File: src/rtl/core/kst_pkg.sv
// ============================================================================
// kst_pkg: shared types and constants for the keypad scan core
// Command and status groups, configuration view and the default key table.
// ============================================================================
package kst_pkg;

   localparam logic [1:0] ROW_LAST = 2'd3;
   localparam logic [3:0] COL_INV  = 4'h8;

   localparam logic [1:0] REG_TABLE_LENGTH  = 2'd0;
   localparam logic [1:0] REG_FIRST_DELAY   = 2'd1;
   localparam logic [1:0] REG_REPEAT_DELAY  = 2'd2;

   localparam logic [5:0] TABLE_LENGTH_RST = 6'd16;
   localparam logic [7:0] FIRST_DELAY_RST  = 8'd20;
   localparam logic [7:0] REPEAT_DELAY_RST = 8'd2;

   typedef struct packed {
      logic take;
      logic search;
      logic load;
   } cmd_type;

   typedef struct packed {
      logic need_search;
      logic search_done;
   } status_type;

   typedef struct packed {
      logic [5:0] table_length;
      logic [7:0] first_delay;
      logic [7:0] repeat_delay;
   } cfg_type;

   function automatic logic [15:0] default_code(input logic [7:0] idx);
      logic [15:0] code;
      code = 16'd0;
      if (idx < 8'd16) begin
         code = 16'd1 << idx[3:0];
      end
      return code;
   endfunction

   function automatic logic [7:0] default_char(input logic [7:0] idx);
      logic [7:0] ch;
      unique case (idx)
         8'd0:    ch = 8'h64;
         8'd1:    ch = 8'h63;
         8'd2:    ch = 8'h61;
         8'd3:    ch = 8'h62;
         8'd4:    ch = 8'h0A;
         8'd5:    ch = 8'h39;
         8'd6:    ch = 8'h33;
         8'd7:    ch = 8'h36;
         8'd8:    ch = 8'h30;
         8'd9:    ch = 8'h38;
         8'd10:   ch = 8'h32;
         8'd11:   ch = 8'h35;
         8'd12:   ch = 8'h2A;
         8'd13:   ch = 8'h37;
         8'd14:   ch = 8'h31;
         8'd15:   ch = 8'h34;
         default: ch = 8'h00;
      endcase
      return ch;
   endfunction

endpackage

File: src/rtl/core/keypad_scan_translate_autorepeat_core.sv
// ============================================================================
// keypad_scan_translate_autorepeat_core: 4x4 keypad scanner with auto-repeat
// Scans one row per word, forms the key status after four rows and translates
// it through a writable scan-code table with first and repeat delays.
//
//   Channel   Direction   Handshake                Contents
//   req_      in          req_valid / req_stall    row sample or table write
//   rsp_      out         rsp_valid / rsp_stall    row drive, status, character
//   csr       in          psel / penable / pready  three configuration registers
//
// A row sample or table write moves from S_IDLE to S_OUT and is loaded into the
// output register once that register is free. A completed scan that emits a
// character adds a table search in S_SEARCH that reads one entry per cycle from
// the table RAM, over at most table_length entries, and stops at the first hit.
// The next word is accepted once the previous result sits in the output
// register, even while that result is stalled. Reset restores the default
// table at once through per-entry valid bits.
// ============================================================================
module keypad_scan_translate_autorepeat_core #(
   parameter int TABLE_ENTRIES = 32
) (
   input  logic        clock,
   input  logic        reset,
   input  logic        req_valid,
   output logic        req_stall,
   input  logic        req_func,
   input  logic [3:0]  req_column_raw,
   input  logic [4:0]  req_entry_index,
   input  logic [15:0] req_entry_scan_code,
   input  logic [7:0]  req_entry_char,
   output logic        rsp_valid,
   input  logic        rsp_stall,
   output logic [3:0]  rsp_row_drive,
   output logic        rsp_scan_done,
   output logic [15:0] rsp_key_bitmap,
   output logic        rsp_char_valid,
   output logic [7:0]  rsp_key_char,
   input  logic        psel,
   input  logic        penable,
   input  logic        pwrite,
   input  logic [3:0]  paddr,
   input  logic [31:0] pwdata,
   output logic [31:0] prdata,
   output logic        pready
);
   import kst_pkg::*;

   cmd_type    cmd;
   status_type status;
   cfg_type    cfg;

   kst_csr u_csr (
      .clock   (clock),
      .reset   (reset),
      .psel    (psel),
      .penable (penable),
      .pwrite  (pwrite),
      .paddr   (paddr),
      .pwdata  (pwdata),
      .prdata  (prdata),
      .pready  (pready),
      .cfg     (cfg)
   );

   kst_ctrl u_ctrl (
      .clock     (clock),
      .reset     (reset),
      .req_valid (req_valid),
      .req_stall (req_stall),
      .rsp_valid (rsp_valid),
      .rsp_stall (rsp_stall),
      .status    (status),
      .cmd       (cmd)
   );

   kst_dp #(
      .TABLE_ENTRIES (TABLE_ENTRIES)
   ) u_dp (
      .clock               (clock),
      .reset               (reset),
      .cmd                 (cmd),
      .status              (status),
      .cfg                 (cfg),
      .req_func            (req_func),
      .req_column_raw      (req_column_raw),
      .req_entry_index     (req_entry_index),
      .req_entry_scan_code (req_entry_scan_code),
      .req_entry_char      (req_entry_char),
      .rsp_row_drive       (rsp_row_drive),
      .rsp_scan_done       (rsp_scan_done),
      .rsp_key_bitmap      (rsp_key_bitmap),
      .rsp_char_valid      (rsp_char_valid),
      .rsp_key_char        (rsp_key_char)
   );

   // A character is only emitted at the end of a scan with a key held.
   a_char_needs_scan: assert property (@(posedge clock) disable iff (reset)
      rsp_valid && rsp_char_valid |-> rsp_scan_done && (rsp_key_bitmap != 16'd0))
      else $error("character emitted without a completed scan holding a key");

   a_code_needs_valid: assert property (@(posedge clock) disable iff (reset)
      rsp_valid && !rsp_char_valid |-> rsp_key_char == 8'd0)
      else $error("character code set without a character");

   a_no_take_in_search: assert property (@(posedge clock) disable iff (reset)
      cmd.search |-> req_stall && !cmd.load)
      else $error("word accepted or loaded during the table search");

endmodule

File: src/rtl/core/kst_ram.sv
// ============================================================================
// kst_ram: generic single-port-write RAM
// One write port and one read port with registered read data.
// ============================================================================
module kst_ram #(
   parameter int WIDTH = 24,
   parameter int DEPTH = 32
) (
   input  logic                     clock,
   input  logic                     we,
   input  logic [$clog2(DEPTH)-1:0] waddr,
   input  logic [WIDTH-1:0]         wdata,
   input  logic                     re,
   input  logic [$clog2(DEPTH)-1:0] raddr,
   output logic [WIDTH-1:0]         rdata
);

   logic [WIDTH-1:0] mem_ff [DEPTH];
   logic [WIDTH-1:0] rdata_ff;

   always_ff @(posedge clock) begin
      if (we) begin
         mem_ff[waddr] <= wdata;
      end
      if (re) begin
         rdata_ff <= mem_ff[raddr];
      end
   end

   assign rdata = rdata_ff;

endmodule

File: src/rtl/core/kst_csr.sv
// ============================================================================
// kst_csr: configuration registers
// APB-style register file for table length and the two repeat delays.
// ============================================================================
module kst_csr (
   input  logic              clock,
   input  logic              reset,
   input  logic              psel,
   input  logic              penable,
   input  logic              pwrite,
   input  logic [3:0]        paddr,
   input  logic [31:0]       pwdata,
   output logic [31:0]       prdata,
   output logic              pready,
   output kst_pkg::cfg_type  cfg
);
   import kst_pkg::*;

   cfg_type    cfg_ff;
   logic       wr_en;
   logic [1:0] reg_idx;

   assign pready  = 1'b1;
   assign wr_en   = psel && penable && pwrite && pready;
   assign reg_idx = paddr[3:2];

   always_ff @(posedge clock) begin
      if (reset) begin
         cfg_ff.table_length <= TABLE_LENGTH_RST;
         cfg_ff.first_delay  <= FIRST_DELAY_RST;
         cfg_ff.repeat_delay <= REPEAT_DELAY_RST;
      end else if (wr_en) begin
         unique case (reg_idx)
            REG_TABLE_LENGTH: cfg_ff.table_length <= pwdata[5:0];
            REG_FIRST_DELAY:  cfg_ff.first_delay  <= pwdata[7:0];
            REG_REPEAT_DELAY: cfg_ff.repeat_delay <= pwdata[7:0];
            default: begin
            end
         endcase
      end
   end

   always_comb begin
      unique case (reg_idx)
         REG_TABLE_LENGTH: prdata = {26'd0, cfg_ff.table_length};
         REG_FIRST_DELAY:  prdata = {24'd0, cfg_ff.first_delay};
         REG_REPEAT_DELAY: prdata = {24'd0, cfg_ff.repeat_delay};
         default:          prdata = 32'd0;
      endcase
   end

   assign cfg = cfg_ff;

endmodule

File: src/rtl/core/kst_ctrl.sv
// ============================================================================
// kst_ctrl: sequencing controller
// Takes one word at a time, runs the table search and loads the output word.
// ============================================================================
module kst_ctrl (
   input  logic                 clock,
   input  logic                 reset,
   input  logic                 req_valid,
   output logic                 req_stall,
   output logic                 rsp_valid,
   input  logic                 rsp_stall,
   input  kst_pkg::status_type  status,
   output kst_pkg::cmd_type     cmd
);
   import kst_pkg::*;

   typedef enum logic [1:0] {
      S_IDLE,
      S_SEARCH,
      S_OUT
   } state_type;

   state_type state_ff;
   logic      rsp_valid_ff;
   logic      out_free;

   assign out_free = !rsp_valid_ff || !rsp_stall;

   always_comb begin
      cmd.take   = (state_ff == S_IDLE) && req_valid;
      cmd.search = (state_ff == S_SEARCH);
      cmd.load   = (state_ff == S_OUT) && out_free;
   end

   always_ff @(posedge clock) begin
      if (reset) begin
         state_ff     <= S_IDLE;
         rsp_valid_ff <= 1'b0;
      end else begin
         unique case (state_ff)
            S_IDLE: begin
               if (req_valid) begin
                  state_ff <= status.need_search ? S_SEARCH : S_OUT;
               end
            end
            S_SEARCH: begin
               if (status.search_done) begin
                  state_ff <= S_OUT;
               end
            end
            S_OUT: begin
               if (out_free) begin
                  state_ff <= S_IDLE;
               end
            end
            default: state_ff <= S_IDLE;
         endcase
         if (cmd.load) begin
            rsp_valid_ff <= 1'b1;
         end else if (!rsp_stall) begin
            rsp_valid_ff <= 1'b0;
         end
      end
   end

   assign req_stall = (state_ff != S_IDLE);
   assign rsp_valid = rsp_valid_ff;

endmodule

File: src/rtl/core/kst_dp.sv
// ============================================================================
// kst_dp: scan and translation datapath
// Row accumulation, repeat countdown, key table with search and output word.
// ============================================================================
module kst_dp #(
   parameter int TABLE_ENTRIES = 32
) (
   input  logic                 clock,
   input  logic                 reset,
   input  kst_pkg::cmd_type     cmd,
   output kst_pkg::status_type  status,
   input  kst_pkg::cfg_type     cfg,
   input  logic                 req_func,
   input  logic [3:0]           req_column_raw,
   input  logic [4:0]           req_entry_index,
   input  logic [15:0]          req_entry_scan_code,
   input  logic [7:0]           req_entry_char,
   output logic [3:0]           rsp_row_drive,
   output logic                 rsp_scan_done,
   output logic [15:0]          rsp_key_bitmap,
   output logic                 rsp_char_valid,
   output logic [7:0]           rsp_key_char
);
   import kst_pkg::*;

   localparam int AW = $clog2(TABLE_ENTRIES);
   localparam int LW = $clog2(TABLE_ENTRIES + 1);

   logic [1:0]  row_ff;
   logic [15:0] acc_ff;
   logic [15:0] cur_ff;
   logic [15:0] prev_ff;
   logic [7:0]  cnt_ff;

   logic        st_done_ff;
   logic        st_valid_ff;
   logic [7:0]  st_code_ff;

   logic [3:0]  out_row_ff;
   logic        out_done_ff;
   logic [15:0] out_status_ff;
   logic        out_valid_ff;
   logic [7:0]  out_code_ff;

   logic [LW-1:0]            ptr_ff;
   logic                     rd_pend_ff;
   logic                     rd_vld_ff;
   logic [15:0]              rd_dcode_ff;
   logic [7:0]               rd_dchar_ff;
   logic [TABLE_ENTRIES-1:0] vbits_ff;

   logic [3:0]    nib;
   logic [15:0]   acc_next;
   logic [15:0]   stat_new;
   logic          last_row;
   logic          emit_new;
   logic [LW-1:0] limit;
   logic [AW-1:0] ptr_idx;
   logic          issue;
   logic          wr_ok;
   logic [AW-1:0] waddr;
   logic          ram_we;
   logic [23:0]   ram_q;
   logic [15:0]   entry_code;
   logic [7:0]    entry_char;
   logic          match;

   assign nib      = req_column_raw ^ COL_INV;
   assign acc_next = {acc_ff[11:0], nib};
   assign stat_new = ~acc_next;
   assign last_row = (row_ff == ROW_LAST);
   assign emit_new = (stat_new != 16'd0) && ((stat_new != prev_ff) || (cnt_ff <= 8'd1));

   assign status.need_search = !req_func && last_row && emit_new;

   always_comb begin
      if (32'(cfg.table_length) > TABLE_ENTRIES) begin
         limit = LW'(TABLE_ENTRIES);
      end else begin
         limit = LW'(cfg.table_length);
      end
   end

   assign ptr_idx = ptr_ff[AW-1:0];
   assign issue   = cmd.search && (ptr_ff < limit);
   assign wr_ok   = 32'(req_entry_index) < TABLE_ENTRIES;
   assign waddr   = AW'(req_entry_index);
   assign ram_we  = cmd.take && req_func && wr_ok;

   kst_ram #(
      .WIDTH (24),
      .DEPTH (TABLE_ENTRIES)
   ) u_table (
      .clock (clock),
      .we    (ram_we),
      .waddr (waddr),
      .wdata ({req_entry_scan_code, req_entry_char}),
      .re    (issue),
      .raddr (ptr_idx),
      .rdata (ram_q)
   );

   assign entry_code = rd_vld_ff ? ram_q[23:8] : rd_dcode_ff;
   assign entry_char = rd_vld_ff ? ram_q[7:0]  : rd_dchar_ff;
   assign match      = cmd.search && rd_pend_ff && (entry_code == cur_ff);

   assign status.search_done = match || (cmd.search && !rd_pend_ff && !issue);

   // Scan state, valid bits and the search pointer.
   always_ff @(posedge clock) begin
      if (reset) begin
         row_ff     <= 2'd0;
         acc_ff     <= 16'd0;
         cur_ff     <= 16'd0;
         prev_ff    <= 16'd0;
         cnt_ff     <= 8'd0;
         vbits_ff   <= '0;
         ptr_ff     <= '0;
         rd_pend_ff <= 1'b0;
      end else if (cmd.take) begin
         ptr_ff     <= '0;
         rd_pend_ff <= 1'b0;
         if (req_func) begin
            if (wr_ok) begin
               vbits_ff[waddr] <= 1'b1;
            end
         end else begin
            row_ff <= row_ff + 2'd1;
            if (last_row) begin
               acc_ff  <= 16'd0;
               cur_ff  <= stat_new;
               prev_ff <= stat_new;
               if (stat_new != 16'd0) begin
                  if (stat_new != prev_ff) begin
                     cnt_ff <= cfg.first_delay;
                  end else if (cnt_ff <= 8'd1) begin
                     cnt_ff <= cfg.repeat_delay;
                  end else begin
                     cnt_ff <= cnt_ff - 8'd1;
                  end
               end
            end else begin
               acc_ff <= acc_next;
            end
         end
      end else if (cmd.search) begin
         rd_pend_ff <= issue;
         if (issue) begin
            ptr_ff <= ptr_ff + LW'(1);
         end
      end
   end

   always_ff @(posedge clock) begin
      if (cmd.take) begin
         st_done_ff  <= !req_func && last_row;
         st_valid_ff <= status.need_search;
         st_code_ff  <= 8'd0;
      end else if (match) begin
         st_code_ff <= entry_char;
      end
      if (issue) begin
         rd_vld_ff   <= vbits_ff[ptr_idx];
         rd_dcode_ff <= default_code(8'(ptr_idx));
         rd_dchar_ff <= default_char(8'(ptr_idx));
      end
      if (cmd.load) begin
         out_row_ff    <= 4'(~(4'd1 << row_ff));
         out_done_ff   <= st_done_ff;
         out_status_ff <= cur_ff;
         out_valid_ff  <= st_valid_ff;
         out_code_ff   <= st_code_ff;
      end
   end

   assign rsp_row_drive  = out_row_ff;
   assign rsp_scan_done  = out_done_ff;
   assign rsp_key_bitmap = out_status_ff;
   assign rsp_char_valid = out_valid_ff;
   assign rsp_key_char   = out_code_ff;

endmodule

File: config.mk
export PLATFORM = sky130hd
export DESIGN_NAME = keypad_scan_translate_autorepeat_core
export DESIGN_NICKNAME = d
export VERILOG_FILES = /design/src/rtl/core/kst_pkg.sv /design/src/rtl/core/keypad_scan_translate_autorepeat_core.sv /design/src/rtl/core/kst_ram.sv /design/src/rtl/core/kst_csr.sv /design/src/rtl/core/kst_ctrl.sv /design/src/rtl/core/kst_dp.sv
export SDC_FILE = /design/constraint.sdc
export NUM_CORES = 1
export LEC_CHECK = 0
export BUFFER_PORTS_ARGS = -buffer_cell sky130_fd_sc_hd__buf_2
export CAP_MARGIN = 10
export CORE_MARGIN = 3
export CORE_UTILIZATION = 64
export CTS_BUF_LIST = sky130_fd_sc_hd__clkbuf_4 sky130_fd_sc_hd__clkbuf_8
export DETAILED_ROUTE_END_ITERATION = 10
export PLACE_DENSITY = 0.82
export SYNTH_ARGS = -nofsm -noshare
export SYNTH_HDL_FRONTEND = slang
export SYNTH_SLANG_ARGS = --single-unit
File: constraint.sdc
create_clock -name clock -period 4.55 [get_ports clock]
set_clock_uncertainty 0.1 [all_clocks]
set_input_delay 0.2275 -clock clock [delete_from_list [all_inputs] [get_ports clock]]
set_output_delay 0.2275 -clock clock [all_outputs]
set_load 0.005 [all_outputs]
==> metrics.md <==
| Metric | Value |
|---|---|
| Post-Layout Cell Count | 3094 |
| Layout cells sized above 1 | roughly 29% |
| Hold endpoint | u_csr.cfg[8] |
| Placer Congestion | ~0.84 |
| CTS Buf Count | 147 |
| Post-route ant nets | 0 |
| Setup CP Type | reg -> reg |
| Top_reg_cell synth | edfxtp_1 |
| Worst Max-Slew Pin Slew | 1.19 ns |
| Reg-to-Reg Start | u_ctrl.state_ff[1] |
| Hold Fails Final Rpt | 0 |
| Min Tclk post-route | around 3.4 ns |
| Peak fanout along the critical path | 24 |
| Worst path max stage delay | about 0.69 ns |
| CTS max path bufs | 3 |
| Met1 Use GR | between 30% and 40% |
| Crit end category | register |
| Worst path bufs/invs | 2 |
| Die Y | around 250 um |
| Net Sw Frac | between 20% and 30% |
| I/O Buffers | 90 |
| Most frequent cells in the layout | edfxtp_1, mux4_2, nor2_1, clkbuf_8, nand2_1 |
| CP Launch Type | register |
| GR peak layer | met2 |
| P_leak | between 10 and 15 nW |
| RSZ-0062 raised after global routing | false |
| Placed insts | about 2800 |
| Starting density of the core | between 60% and 70% |
| Vias in the first global route | 20400 |
| CTS tree | built |
| Wire length of the first global-routing pass | 128000 um |
| Design area | approximately 0.043 mm2 |
| CTS HTree Levels | 4 |
| Tcrit/Tclk final | about three quarters |
| Post-CTS Resized | 0 |
| Hold path depth | 2 |
| Most used cell, CP | buf_4 |
| Congestion Overflow GR | 0 |
| # IOs | 142 |
| Final Max Slew Viols | 0 |
| Clock share of power | around 41% |
| CP Cell Sequence | nor3b_2 -> buf_4 -> nand2_1 -> nor2_1 -> nand3_1 -> nor2_4 -> buf_4 |
| Clk Latency, worst-skew pair | just over 0.8 ns |
| Post-CTS setup buffer count | 0 |
| Max-cap violation count | 0 |
| Most common cell after layout, fill and taps aside | edfxtp_1 |
| CP top delay family | simple AND/OR/NAND/NOR gates |
| Met3 Track Usage GR | under 10% |
| DR vias/cell | around 6.5 |
| Detailed-route wire length | between 80000 and 90000 um |
| Iteration-0 DRC Markers | 2195 |
| Setup TNS | 0 ns |
| HP Start | reset |
| Pin count of the biggest net entering global routing | about 110 |
| Routed vias | 20000 |
| Outcome | complete, no violations |
| Area grow syn2layout | 13.6% |
| Clk sinks | ~960 |
| Total GRT Usage | between 20% and 30% |
| Slack of the critical path | between 1 and 1.5 ns |
| Worst EP arrival | 3.69 ns |
| Post-DP HPWL | between 40000 and 50000 um |
| 1st-pass router iterations | 5 |
| Syn_area_per_cell | 19.0 um2 |
| Wirelength per Cell | 28.0 um |
| Met2 Use GR | a little under half |
| Worst VDD drop | 0.356 mV |
| Reg clk slew, reported paths | ~0.050 ns |
| DP Area | a little under 0.04 mm2 |
| Crit path required time | just under 5 ns |
| Post-place setup slack | around 1.3 ns |
| Worst path slowest cell | nor2_1 |
| Number of flops mapped to enable cells by yosys | ~850 |
| Async S/R FF share, synth | 0% |
| Sw power | roughly 3.5 mW |
| Synth warn | 0 |
| Post-Syn Area | roughly 0.038 mm2 |
| Layout fillers | roughly 3200 |
| Slew headroom | around a fifth |
| PD cells | roughly 400 mW/mm2 |
| Nets | around 2300 |
| Min-delay worst type | in -> reg |
| Netlist cell types | between 50 and 60 |
| Die width | 248 um |
| Final setup viols | 0 |
| Sequential cell area fraction in the yosys report | roughly three quarters |
| Reg2reg setup slack | around 1.2 ns |
| Die area | between 0.06 and 0.07 mm2 |
| Part of the power in registers | a little under three fifths |
| Combinational share of power | 2.2% |
| Flops & latches, synth | about 960 |
| Core area | about 0.058 mm2 |
| Detailed-route DRC error count | 0 |
| Initial antenna violation count | 3 |
| Max Freq | a little under 0.3 GHz |
| Worst Reg-to-Reg Cells | 7 |
| Site Rows | between 80 and 90 |
| Syn Inst Count | about 2000 |
| Worst R2R End | u_dp.u_table.mem_ff[26][3] |
| CTS Root Cell | clkbuf_8 |
| Int Power | 13.6 mW |
-- cells by family (layout without fill, tap and decap cells) --
logic type | count (synthesis) | in the layout | share of synthesized area (%)
AND/OR/NAND/NOR | 388 | 388 | 4.50
XOR/XNOR | 39 | 39 | 0.909
multiplexers | 316 | 316 | 16.8
other | 2 | 27 | 0.0200
buffers and inverters | 150 | 477 | 1.80
flip-flops | 958 | 958 | 73.6
AO/OA/AOI/OAI | 105 | 105 | 1.76
adder cells (fa/ha/maj) | 19 | 19 | 0.632
-- stage by stage --
stage | util, % | hold slack, ns | power, mW
after floorplan | - | 0.226 | 9.98
after global placement | 67.7 | 0.301 | 10.1
after detailed placement | 67.7 | 0.321 | 10.2
after CTS | 73.7 | 0.00489 | 17.2
after global routing | 73.7 | 0.0890 | 17.6
final | 73.7 | 0.0693 | 17.1
-- power groups by stage --
stage / sequential [mW] / clock, mW / combinational, mW
floorplan: 9.84 / 0 / 0.137
global placement: 9.83 / 0 / 0.308
detailed placement: 9.84 / 0 / 0.328
CTS: 9.65 / 7.16 / 0.365
global route: 9.65 / 7.55 / 0.408
finish: 9.65 / 7.06 / 0.369
-- area by class of cell --
cell class | instances | area (um2) | area share (%)
flip-flops and latches | 958 | 27700 | 64.8
multi-input cells | 892 | 9590 | 22.5
clock buffers | 202 | 2490 | 5.84
repair buffers | 202 | 1490 | 3.49
well taps | 765 | 957 | 2.24
clock inverters | 52 | 412 | 0.964
inverters | 21 | 80.1 | 0.188
diodes | 2 | 5.00 | 0.0117
-- per-layer routing --
layer / vias to the layer above / wire [um]
met5: - / 9
met4: 2 / 3310
met3: 234 / 9170
met2: 1253 / 42900
met1: 10200 / 31300
li1: 8322 / -
-- state kept, by name, summed over array words and instances (netlist names), 2 cells and up --
| name | count |
|---|---|
| u_dp.rsp_key_char | 8 |
| u_dp.ptr_ff | 6 |
| u_dp.rd_dchar_ff | 7 |
| u_dp.cnt_ff | 8 |
| u_dp.vbits_ff | 32 |
| u_ctrl.state_ff | 2 |
| u_dp.row_ff | 2 |
| u_dp.u_table.rdata | 24 |
| u_dp.rsp_row_drive | 4 |
| u_dp.acc_ff | 12 |
| u_dp.rsp_key_bitmap | 16 |
| u_csr.cfg | 22 |
| u_dp.st_code_ff | 8 |
| u_dp.rd_dcode_ff | 16 |
| u_dp.u_table.mem_ff | 768 |
| u_dp.cur_ff | 16 |
-- synth_stat cells, types with 3 or more instances --
| library cell | instances | share of area (%) |
|---|---|---|
| edfxtp_1 | 848 | 68 |
| mux4_2 | 250 | 15 |
| nor2_1 | 193 | 1.9 |
| dfxtp_1 | 110 | 5.9 |
| nand2_1 | 109 | 1.1 |
| clkbuf_1 | 73 | 0.73 |
| mux2i_1 | 58 | 1.5 |
| a21oi_1 | 49 | 0.65 |
| buf_4 | 25 | 0.50 |
| buf_1 | 24 | 0.24 |
| xnor2_1 | 24 | 0.56 |
| ha_1 | 19 | 0.63 |
| inv_1 | 19 | 0.19 |
| nor3b_1 | 16 | 0.32 |
| a211oi_1 | 15 | 0.30 |
| xor2_1 | 15 | 0.35 |
| a31oi_1 | 11 | 0.18 |
| nor2b_1 | 11 | 0.18 |
| nand3_1 | 9 | 0.12 |
| nand4_1 | 9 | 0.15 |
| o21ai_0 | 9 | 0.12 |
| and3_1 | 7 | 0.12 |
| mux2_2 | 7 | 0.21 |
| nand2b_1 | 7 | 0.12 |
| nor4_1 | 6 | 0.10 |
| buf_2 | 5 | 0.067 |
| nor3_1 | 5 | 0.067 |
| a211o_1 | 4 | 0.093 |
| and2_1 | 4 | 0.067 |
| or2_2 | 3 | 0.050 |
| or3_1 | 3 | 0.050 |
-- worst reg2reg max path, cell delays in order (launching register included) --
cell	delay, ns
dfxtp_1	0.40
nor3b_2	0.20
buf_4	0.24
nand2_1	0.10
nor2_1	0.69
nand3_1	0.54
nor2_4	0.21
buf_4	0.51
-- worst max path at each step --
stage,startpoint,end,slack (ns),cells after the start
after floorplan,u_dp.ptr_ff[0],u_dp.rd_dchar_ff[0],1.46,5
after global routing,u_ctrl.state_ff[1],u_dp.u_table.mem_ff[26][23],1.04,7
after detailed placement,u_ctrl.state_ff[1],u_dp.u_table.mem_ff[26][3],1.27,7
after global placement,u_dp.ptr_ff[0],u_dp.u_table.rdata[15],1.39,5
final,u_ctrl.state_ff[1],u_dp.u_table.mem_ff[26][3],1.16,7
after CTS,u_ctrl.state_ff[1],u_dp.u_table.mem_ff[26][3],1.21,7
-- repair_timing --
action | 4_1_cts | 5_1_grt
hold buffers | 59 | 0
hold endpoints to repair | 860 | 0
endpoints found under the setup margin | 0 | 0
No activity file was read; power rests on OpenSTA's default activity.
